===== src/rtl/core/auxiliary_stack_sorter_assert.svh =====
// assertion macros shared by the sorter rtl
// expects i_clk and i_rst_n in the scope of each use
`ifndef AUXILIARY_STACK_SORTER_ASSERT_SVH
`define AUXILIARY_STACK_SORTER_ASSERT_SVH

// same-cycle implication, checked outside reset
`define AUX_ASSERT_NOW(label, ante, cons, msg) \
    label: assert property (@(posedge i_clk) disable iff (!i_rst_n) (ante) |-> (cons)) \
        else $error(msg);

// next-cycle implication, checked outside reset
`define AUX_ASSERT_NEXT(label, ante, cons, msg) \
    label: assert property (@(posedge i_clk) disable iff (!i_rst_n) (ante) |=> (cons)) \
        else $error(msg);

`endif


===== src/rtl/core/aux_sort_pkg.sv =====
// shared types and constants for the stack sorter
// no dependencies
package aux_sort_pkg;

    localparam int DEPTH = 64;
    localparam int DATA_W = 32;

    typedef logic signed [DATA_W-1:0] t_data;

    typedef enum logic {
        ST_LOAD,
        ST_DRAIN
    } t_state;

    // per-cycle command broadcast to every cell
    typedef struct packed {
        logic insert;
        logic drain;
    } t_cell_ctl;

endpackage


===== src/rtl/core/aux_sort_cell.sv =====
// one cell of the sorting chain: holds a value and its valid flag
// depends on aux_sort_pkg
module aux_sort_cell import aux_sort_pkg::*; (
    input  logic      i_clk,
    input  logic      i_rst_n,
    input  t_cell_ctl i_ctl,
    input  t_data     i_value,
    input  t_data     i_prev_value,
    input  logic      i_prev_valid,
    input  logic      i_prev_take,
    input  t_data     i_next_value,
    input  logic      i_next_valid,
    output t_data     o_value,
    output logic      o_valid,
    output logic      o_take
);

    t_data r_value;
    logic  r_valid;
    t_data n_value;
    logic  n_valid;

    // the new value belongs here or further left
    assign o_take = !r_valid || (i_value < r_value);

    always_comb begin
        n_value = r_value;
        n_valid = r_valid;
        if (i_ctl.drain) begin
            n_value = i_next_value;
            n_valid = i_next_valid;
        end else if (i_ctl.insert && o_take) begin
            // either the new value lands here or the left neighbour's value moves in
            if (i_prev_take) begin
                n_value = i_prev_value;
                n_valid = i_prev_valid;
            end else begin
                n_value = i_value;
                n_valid = 1'b1;
            end
        end
    end

    always_ff @(posedge i_clk) begin
        if (!i_rst_n) begin
            r_valid <= 1'b0;
        end else begin
            r_valid <= n_valid;
        end
        r_value <= n_value;
    end

    assign o_value = r_value;
    assign o_valid = r_valid;

endmodule


===== config.mk =====
export PLATFORM = sky130hd
export DESIGN_NAME = aux_sort_cell
export DESIGN_NICKNAME = d
export VERILOG_FILES = /design/src/rtl/core/auxiliary_stack_sorter_assert.svh /design/src/rtl/core/aux_sort_pkg.sv /design/src/rtl/core/aux_sort_cell.sv
export SDC_FILE = /design/constraint.sdc
export NUM_CORES = 1
export LEC_CHECK = 0
export BUFFER_PORTS_ARGS = -buffer_cell sky130_fd_sc_hd__buf_2
export CAP_MARGIN = 30
export CORE_MARGIN = 5
export CORE_UTILIZATION = 46
export DETAILED_ROUTE_END_ITERATION = 12
export HOLD_SLACK_MARGIN = 0.15
export PLACE_DENSITY = 0.82
export SETUP_SLACK_MARGIN = 0.15
export SLEW_MARGIN = 30
export SYNTH_ARGS = -nofsm -noshare
export SYNTH_HDL_FRONTEND = slang
export SYNTH_SLANG_ARGS = --single-unit

===== constraint.sdc =====
create_clock -name i_clk -period 6.1 [get_ports i_clk]
set_input_delay 1.22 -clock i_clk [delete_from_list [all_inputs] [get_ports i_clk]]
set_output_delay 1.22 -clock i_clk [all_outputs]
set_load 0.01 [all_outputs]

==> results by stage, run 1 <==
Drt:
- The violation count after the first detailed-routing iteration is 76.
- The total wirelength of the detailed-routed design is 6.71 mm.
- Across all layers, the routed design uses 2406 vias.
- For this run, the detailed router's first-pass iteration total came to 4.
- The wire length per cell after detailed routing is around 14 um.
- After detailed routing, the number of vias per cell comes to 5.07.
- After detailed routing, the number of remaining DRC violations is 0.
- The detail route stage leaves a number of antenna-violating nets equal to 0.

Critical path:
- The largest fanout on the critical path is 3.
- For the worst setup path, the data required time is 4880 ps.
- At the worst endpoint, the arrival time is 2980 ps.
- STA classifies the critical path endpoint as a primary output.
- The worst setup path is launched from an input pin.
- Walking the worst path, the cells encountered are buf_2, ha_1, and3_1, a221oi_1, o31ai_1, a22oi_2, nor2b_4, mux2i_1, buf_2.
- By startpoint and endpoint, the worst setup path is classified as in2out.
- The delay of the slowest cell on the worst path is roughly 300 ps.
- For this design, the slowest cell found on the critical path is sky130_fd_sc_hd__ha_1.
- By instance count, the cell type seen most on the critical path is sky130_fd_sc_hd__buf_2.

Placement:
- In this run the tool buffered the top-level ports with ~140 buffer cells.
- The routability-driven placement congestion ratio is slightly below 0.8.
- The half-perimeter wire length after placement is ~5.4 mm.

CTS:
- In this run the number of H-tree levels came out at 2.
- The clock latency of the later-clocked register in the worst-skew pair is around 270 ps.
- The number of instances resized during post-cts repair is 0.
- The number of buffers inserted during clock tree synthesis is 5.
- The CTS tree is done.
- For this design, the CTS-stage hold fixing added 0 buffers.
- CTS placed an instance of sky130_fd_sc_hd__clkbuf_8 at the clock tree root.
- CTS saw 33 sinks.
- The register clock-pin slew on the reported worst setup and hold paths is 60 ps.
- In this run the deepest clock path goes through 2 buffers.
- In this run the post-CTS setup repair buffer count came out at 0.

Synthesis:
- Yosys printed 0 warnings.
- The share of the Yosys chip area taken by registers is 0.382.
- The register bit total from synthesis is 33.
- The synthesized netlist occupies a cell area of ~0.0026 mm^2.
- The post-synthesis area per instance is ~9.6 um^2.
- Yosys mapped a number of flops with a built-in enable equal to 32.
- Synthesis instantiated 38 different standard cells from the library.
- In the synthesized netlist, the number of instances is roughly 270.
- In the synthesized netlist the dominant register cell turns out to be sky130_fd_sc_hd__edfxtp_1.
- The post-synthesis net count is roughly 400.
- The proportion of synthesized flip-flops having asynchronous set or reset is 0.

Layout:
- Of the cells placed in the final design, the portion with a size suffix greater than 1 is 0.372.
- At the end of the flow the core is filled with cells to 0.624.
- Compared with the post-synthesis result, the final layout area differs by 32.8%.
- The library cell used most frequently in the layout, excluding fill and tap cells, is sky130_fd_sc_hd__buf_2.
- The library cells used most frequently in the layout, excluding fill and tap cells, are sky130_fd_sc_hd__buf_2, sky130_fd_sc_hd__nand2_1, sky130_fd_sc_hd__o21ai_0.
- 0 antenna diodes ended up in the layout.
- The number of nets in the finished design is between 500 and 600.

Timing:
- Setup repair after global routing left no endpoint under its margin.
- Adding up every negative setup slack in the final design gives 0 ps.
- Derived from the worst setup path, the maximum achievable clock frequency is between 200 and 250 MHz.
- In this run the tightest slew margin relative to its limit is 0.596.
- Setup violations remaining at the end of the flow were counted as 0.
- The number of hold violations in the final report is 0.
- The worst-case clock skew is ~4.4 ps.
- Dividing the final minimum period by the clock period gives 0.688.
- The transition time at the pin with the least slew margin is a little over 600 ps.
- The time the worst path needs with I/O delays and setup is around 4200 ps.
- The number of max-slew violations in the final report came to 0.

Global routing:
- The first global-routing pass estimated around 11 mm of wire.
- The number of global-route vias before repair is 2455.
- Across every metal layer, demand over resource in global routing totals 0.181.
- Summed over all layers, the global routing overflow is 0.
- The initial antenna violation count is 0.
- The pin count of the biggest net entering global routing is roughly 70.

Pwr:
- The static leakage is between 0.0015 and 0.002 uW.
- For this design the ratio of total power to cell area is ~200 mW/mm^2.
- The worst-case IR drop observed on VDD is between 100 and 150 uV.

Hold path:
- The tightest min-delay check is of the reg2reg type.

Floorplan:
- Measured along the x axis, the die boundary spans 84.8 um.
- The initial utilization of the core area, before any placement, comes to 0.470.
- The core box area is around 0.0055 mm^2.
- The site row count is 27.
- The die height is approximately 85 um.
- The die covers around 0.007 mm^2.
- The count of pins on the block boundary is 137.

Flow run:
- The number of max-cap violations is 0.

Outcome:
- The flow ran to the end, and the final reports show no timing, DRC or antenna violations.
-- final timing paths --
path	depth (start not counted)	startpoint	slack, ps	end
max	9	i_value[7]	1900	o_take
min	3	o_valid	710	o_valid
max reg2reg	10	o_value[31]	2980	o_value[14]
min reg2reg	3	o_valid	710	o_valid
-- layout make-up --
cell class / instances / area, um^2
fill: 494 / 2060
multi-input combinational: 193 / 1440
sequential: 33 / 981
timing repair buffer: 138 / 704
inverter: 32 / 120
tap: 72 / 90.1
clock buffer: 6 / 72.6
clock inverter: 1 / 3.75
-- where the power goes --
part | internal, uW | leakage (uW) | switching, uW
registers | 287 | 0.000337 | 14.3
clock network | 76.8 | 0.0000387 | 73.0
logic | 108 | 0.00140 | 132
total | 472 | 0.00177 | 220
-- logic make-up after synthesis --
| logic type | Yosys count | synth area share |
|---|---|---|
| muxes | 33 | 0.128 |
| and+or+nand+nor | 65 | 0.127 |
| DFF | 33 | 0.382 |
| adders and majority gates | 31 | 0.151 |
| AOI/OAI and AO/OA | 64 | 0.148 |
| buffers and inverters | 43 | 0.0642 |
-- through the flow --
step | instances | setup WS [ps] | hold slack, ps | power (uW) | area, um^2
floorplan | 269 | 727 | 677 | 447 | 2570
global placement | 467 | 1900 | 688 | 538 | 3320
detailed placement | 467 | 1810 | 689 | 548 | 3320
CTS | 474 | 1870 | 705 | 701 | 3400
global route | 475 | 1740 | 748 | 744 | 3410
finish | 475 | 1900 | 712 | 692 | 3410
-- cell usage after synthesis, types with 2 or more instances --
| library cell | instances | area [um^2] |
|---|---|---|
| sky130_fd_sc_hd__nand2_1 | 43 | 161 |
| sky130_fd_sc_hd__o21ai_0 | 35 | 175 |
| sky130_fd_sc_hd__mux2i_1 | 33 | 330 |
| sky130_fd_sc_hd__edfxtp_1 | 32 | 961 |
| sky130_fd_sc_hd__inv_1 | 32 | 120 |
| sky130_fd_sc_hd__ha_1 | 31 | 388 |
| sky130_fd_sc_hd__a21oi_1 | 11 | 55.1 |
| sky130_fd_sc_hd__clkbuf_1 | 8 | 30.0 |
| sky130_fd_sc_hd__nand4_1 | 4 | 25.0 |
| sky130_fd_sc_hd__nor2_1 | 4 | 15.0 |
| sky130_fd_sc_hd__buf_2 | 3 | 15.0 |
| sky130_fd_sc_hd__o21a_1 | 3 | 22.5 |
| sky130_fd_sc_hd__and2_1 | 2 | 12.5 |
| sky130_fd_sc_hd__nand2b_1 | 2 | 12.5 |
| sky130_fd_sc_hd__nor3_1 | 2 | 10.0 |
| sky130_fd_sc_hd__o22ai_1 | 2 | 12.5 |
-- registers in the layout, summed over array words and instances, names as in the netlist --
| name | count |
|---|---|
| o_value | 32 |
| o_valid | 1 |
-- worst max-delay path: cells and delay by family --
family / cells / cell delay (ps)
adder cells (fa/ha/maj): 1 / 300
AO/OA/AOI/OAI: 3 / 650
AND/OR/NAND/NOR: 2 / 380
buffers and inverters: 2 / 260
multiplexers: 1 / 170
-- routing by layer --
layer	part of all wire	GRT usage	vias up
met3	0.076	0.0520	6
met2	0.51	0.328	82
met5	0	0	-
met4	0.0098	0.0489	0
met1	0.40	0.206	1087
li1	-	-	1231
Note: power is estimated with default switching activity, not from simulation.
==> run 2, diff against run 1 <==
clock period = 4.25 ns   (was 6.1 ns; I/O delays follow)
==> run 2 against run 1 <==
  * Critical path depth unchanged
  * Flip-flop and latch count unchanged
  * Sequential share of layout area about the same
  * Via count down 2.0%
  * Largest cell class unchanged
  * Register-to-register slack worse by 1500 ps
  * Clock skew down 1.4 ps
  * Wire length down 1.0%
  * Die area unchanged
==> results by stage, run 2 (synthesized netlist as in run 1, its figures left out) <==
Timing:
- The number of max-slew violations in the final report came to 0.
- In the finished design, the share of the clock period the worst path needs comes to 0.818.
- The number of hold violations in the final report is 0.
- Based on the critical path, the design can be clocked at up to between 200 and 300 MHz.
- The number of failing setup endpoints in the final timing report is 0.
- The worst-case clock skew is between 3 and 4 ps.
- For the pin with the worst max-slew slack, the measured transition is 572 ps.
- After layout, the minimum clock period comes to between 3000 and 4000 ps.
- Measured against its own limit, the worst slew margin works out to 0.619.
- The summed negative setup slack over all endpoints is 0 ps.
- Setup repair after global routing left no endpoint under its margin.

Critical path:
- The required time reported for the critical path endpoint is around 3400 ps.
- The class of the most critical setup path is in2out.
- Along the worst path, the maximum fanout reaches 3.
- The category of the worst setup path launch point is an input pin.
- The worst setup path is captured at a primary output.
- STA puts the critical path data arrival time at between 2000 and 3000 ps.

Drt:
- The remaining design rule violation count is 0.
- The remaining antenna violation count after routing is 0.
- The routed via count divided by cell count is around 5.
- The detailed router placed between 2000 and 2500 vias in this run.
- In this run, the number of DRC markers left after iteration 0 of detailed routing was 79.
- The first detailed-routing pass ran for 4 iterations.
- The wire length per cell after detailed routing is approximately 14 um.
- The total wirelength of the detailed-routed design is ~6.6 mm.

Layout:
- The final layout contains 537 nets.
- In the final layout, the share of cells above drive strength 1 is 0.374.
- Measured on the finished design, the core utilization comes to 0.624.
- Counting the fill cells in the layout gives between 400 and 500.
- The number of antenna diodes in the final layout is 0.
- The flip-flop count of the largest register, all copies and words added is 32.
- The library cell used most frequently in the layout, excluding fill and tap cells, is sky130_fd_sc_hd__buf_2.
- Compared with the post-synthesis result, the final layout area differs by 32.7%.
- Once layout is done, the placed cells without fillers occupy 0.00341 mm^2.
- The library cells used most frequently in the layout, excluding fill and tap cells, are sky130_fd_sc_hd__buf_2, sky130_fd_sc_hd__nand2_1, sky130_fd_sc_hd__o21ai_0.
- Leaving out filler cells and counting taps, the final layout contains approximately 480.

CTS:
- The clock drives 33 sinks.
- Buffers inserted during clock tree synthesis total 5.
- The maximum level of the CTS H-tree is 2.
- The number of buffers added to fix hold violations after cts is 0.
- For the worst-skew pair, the clock arrives at the later sink with an insertion delay of 280 ps.
- After clock tree synthesis, the clock-pin slew on the worst setup and hold paths is around 70 ps.
- TritonCTS built the clock tree.
- No sink is reached through more buffers than the 2 on the longest clock path.
- The cell sitting at the root of the clock tree is a sky130_fd_sc_hd__clkbuf_8.
- In this run the post-CTS setup repair buffer count came out at 0.
- The number of gates resized after CTS was 0.

Flow run:
- The tool flagged a number of max-cap violations equal to 0.

Outcome:
- The run finished with clean final reports.

Global routing:
- The initial antenna violation count is 0.
- The first global-routing pass estimated between 10 and 15 mm of wire.
- The total track usage is 0.180.
- The number of global-route vias before repair is about 2400.
- Entering global routing, the biggest net connects 36 pins.
- The total overflow left after global routing is 0.

Floorplan:
- The die is ~85 um tall.
- The initial utilization of the core area, before any placement, comes to 0.470.
- The floorplan step defined a die boundary enclosing slightly above 0.007 mm^2.
- The x dimension of the die is roughly 85 um.
- The count of pins on the block boundary is 137.
- The core box area is approximately 0.0055 mm^2.
- The site row count is 27.

Pwr:
- For this design the static power due to leakage is about 0.0018 uW.
- VDD sags by at most between 150 and 200 uV.
- The areal power density over the cells is between 200 and 300 mW/mm^2.

Placement:
- Once placement finished, the instance area stood at around 0.0033 mm^2.
- Detailed placement finished with a half-perimeter wire length of around 5.4 mm.
- The routability-driven placement congestion ratio is approximately 0.83.
- The number of placed instances with taps included is roughly 470.
- During placement, the flow inserted port buffers numbering approximately 140.

Hold path:
- The class of the worst hold path is reg2reg.
[run 2: through the flow]
stage          worst slack (ps)  hold slack, ps  power, uW
5_1_grt                     637             757       1060
4_1_cts                     733             690       1010
3_5_place_dp                758             675        785
3_3_place_gp                795             682        772
6_report                    772             686        998
2_1_floorplan               347             677        642
[run 2: cell type report]
class	count	area, um^2	share of cell area
repair buffers	138	698	0.205
clock inverters	3	12.5	0.00367
flip-flops and latches	33	981	0.287
inverters	32	120	0.0352
well taps	72	90.1	0.0264
multi-input cells	193	1440	0.423
clock buffers	5	68.8	0.0202
[run 2: worst paths after layout]
check | slack [ps] | depth (start not counted) | from | end
worst min register to register | 690 | 3 | o_valid | o_valid
worst min-delay path | 690 | 3 | o_valid | o_valid
worst max register to register | 1480 | 9 | o_value[31] | o_value[15]
worst max-delay path | 770 | 9 | i_value[7] | o_take
[run 2: routing by layer]
metal	GRT usage	part of all wire
met3	0.0481	0.074
met4	0.0532	0.014
met5	0	0
met2	0.317	0.49
met1	0.213	0.42
[run 2: worst max-delay path, stage by stage]
cell                       delay (ps)
sky130_fd_sc_hd__buf_2            110
sky130_fd_sc_hd__ha_1             300
sky130_fd_sc_hd__and3_1           200
sky130_fd_sc_hd__a221oi_1         300
sky130_fd_sc_hd__o31ai_1          150
sky130_fd_sc_hd__a22oi_2          230
sky130_fd_sc_hd__nor2b_4          180
sky130_fd_sc_hd__mux2i_1          170
sky130_fd_sc_hd__buf_2            140
[run 2: power by group]
group | internal, uW | leakage, uW | switching, uW | total (uW)
Combinational | 153 | 0.00139 | 190 | 344
Clock | 110 | 0.0000430 | 113 | 223
Sequential | 412 | 0.000337 | 19.4 | 431
Total | 675 | 0.00177 | 323 | 998
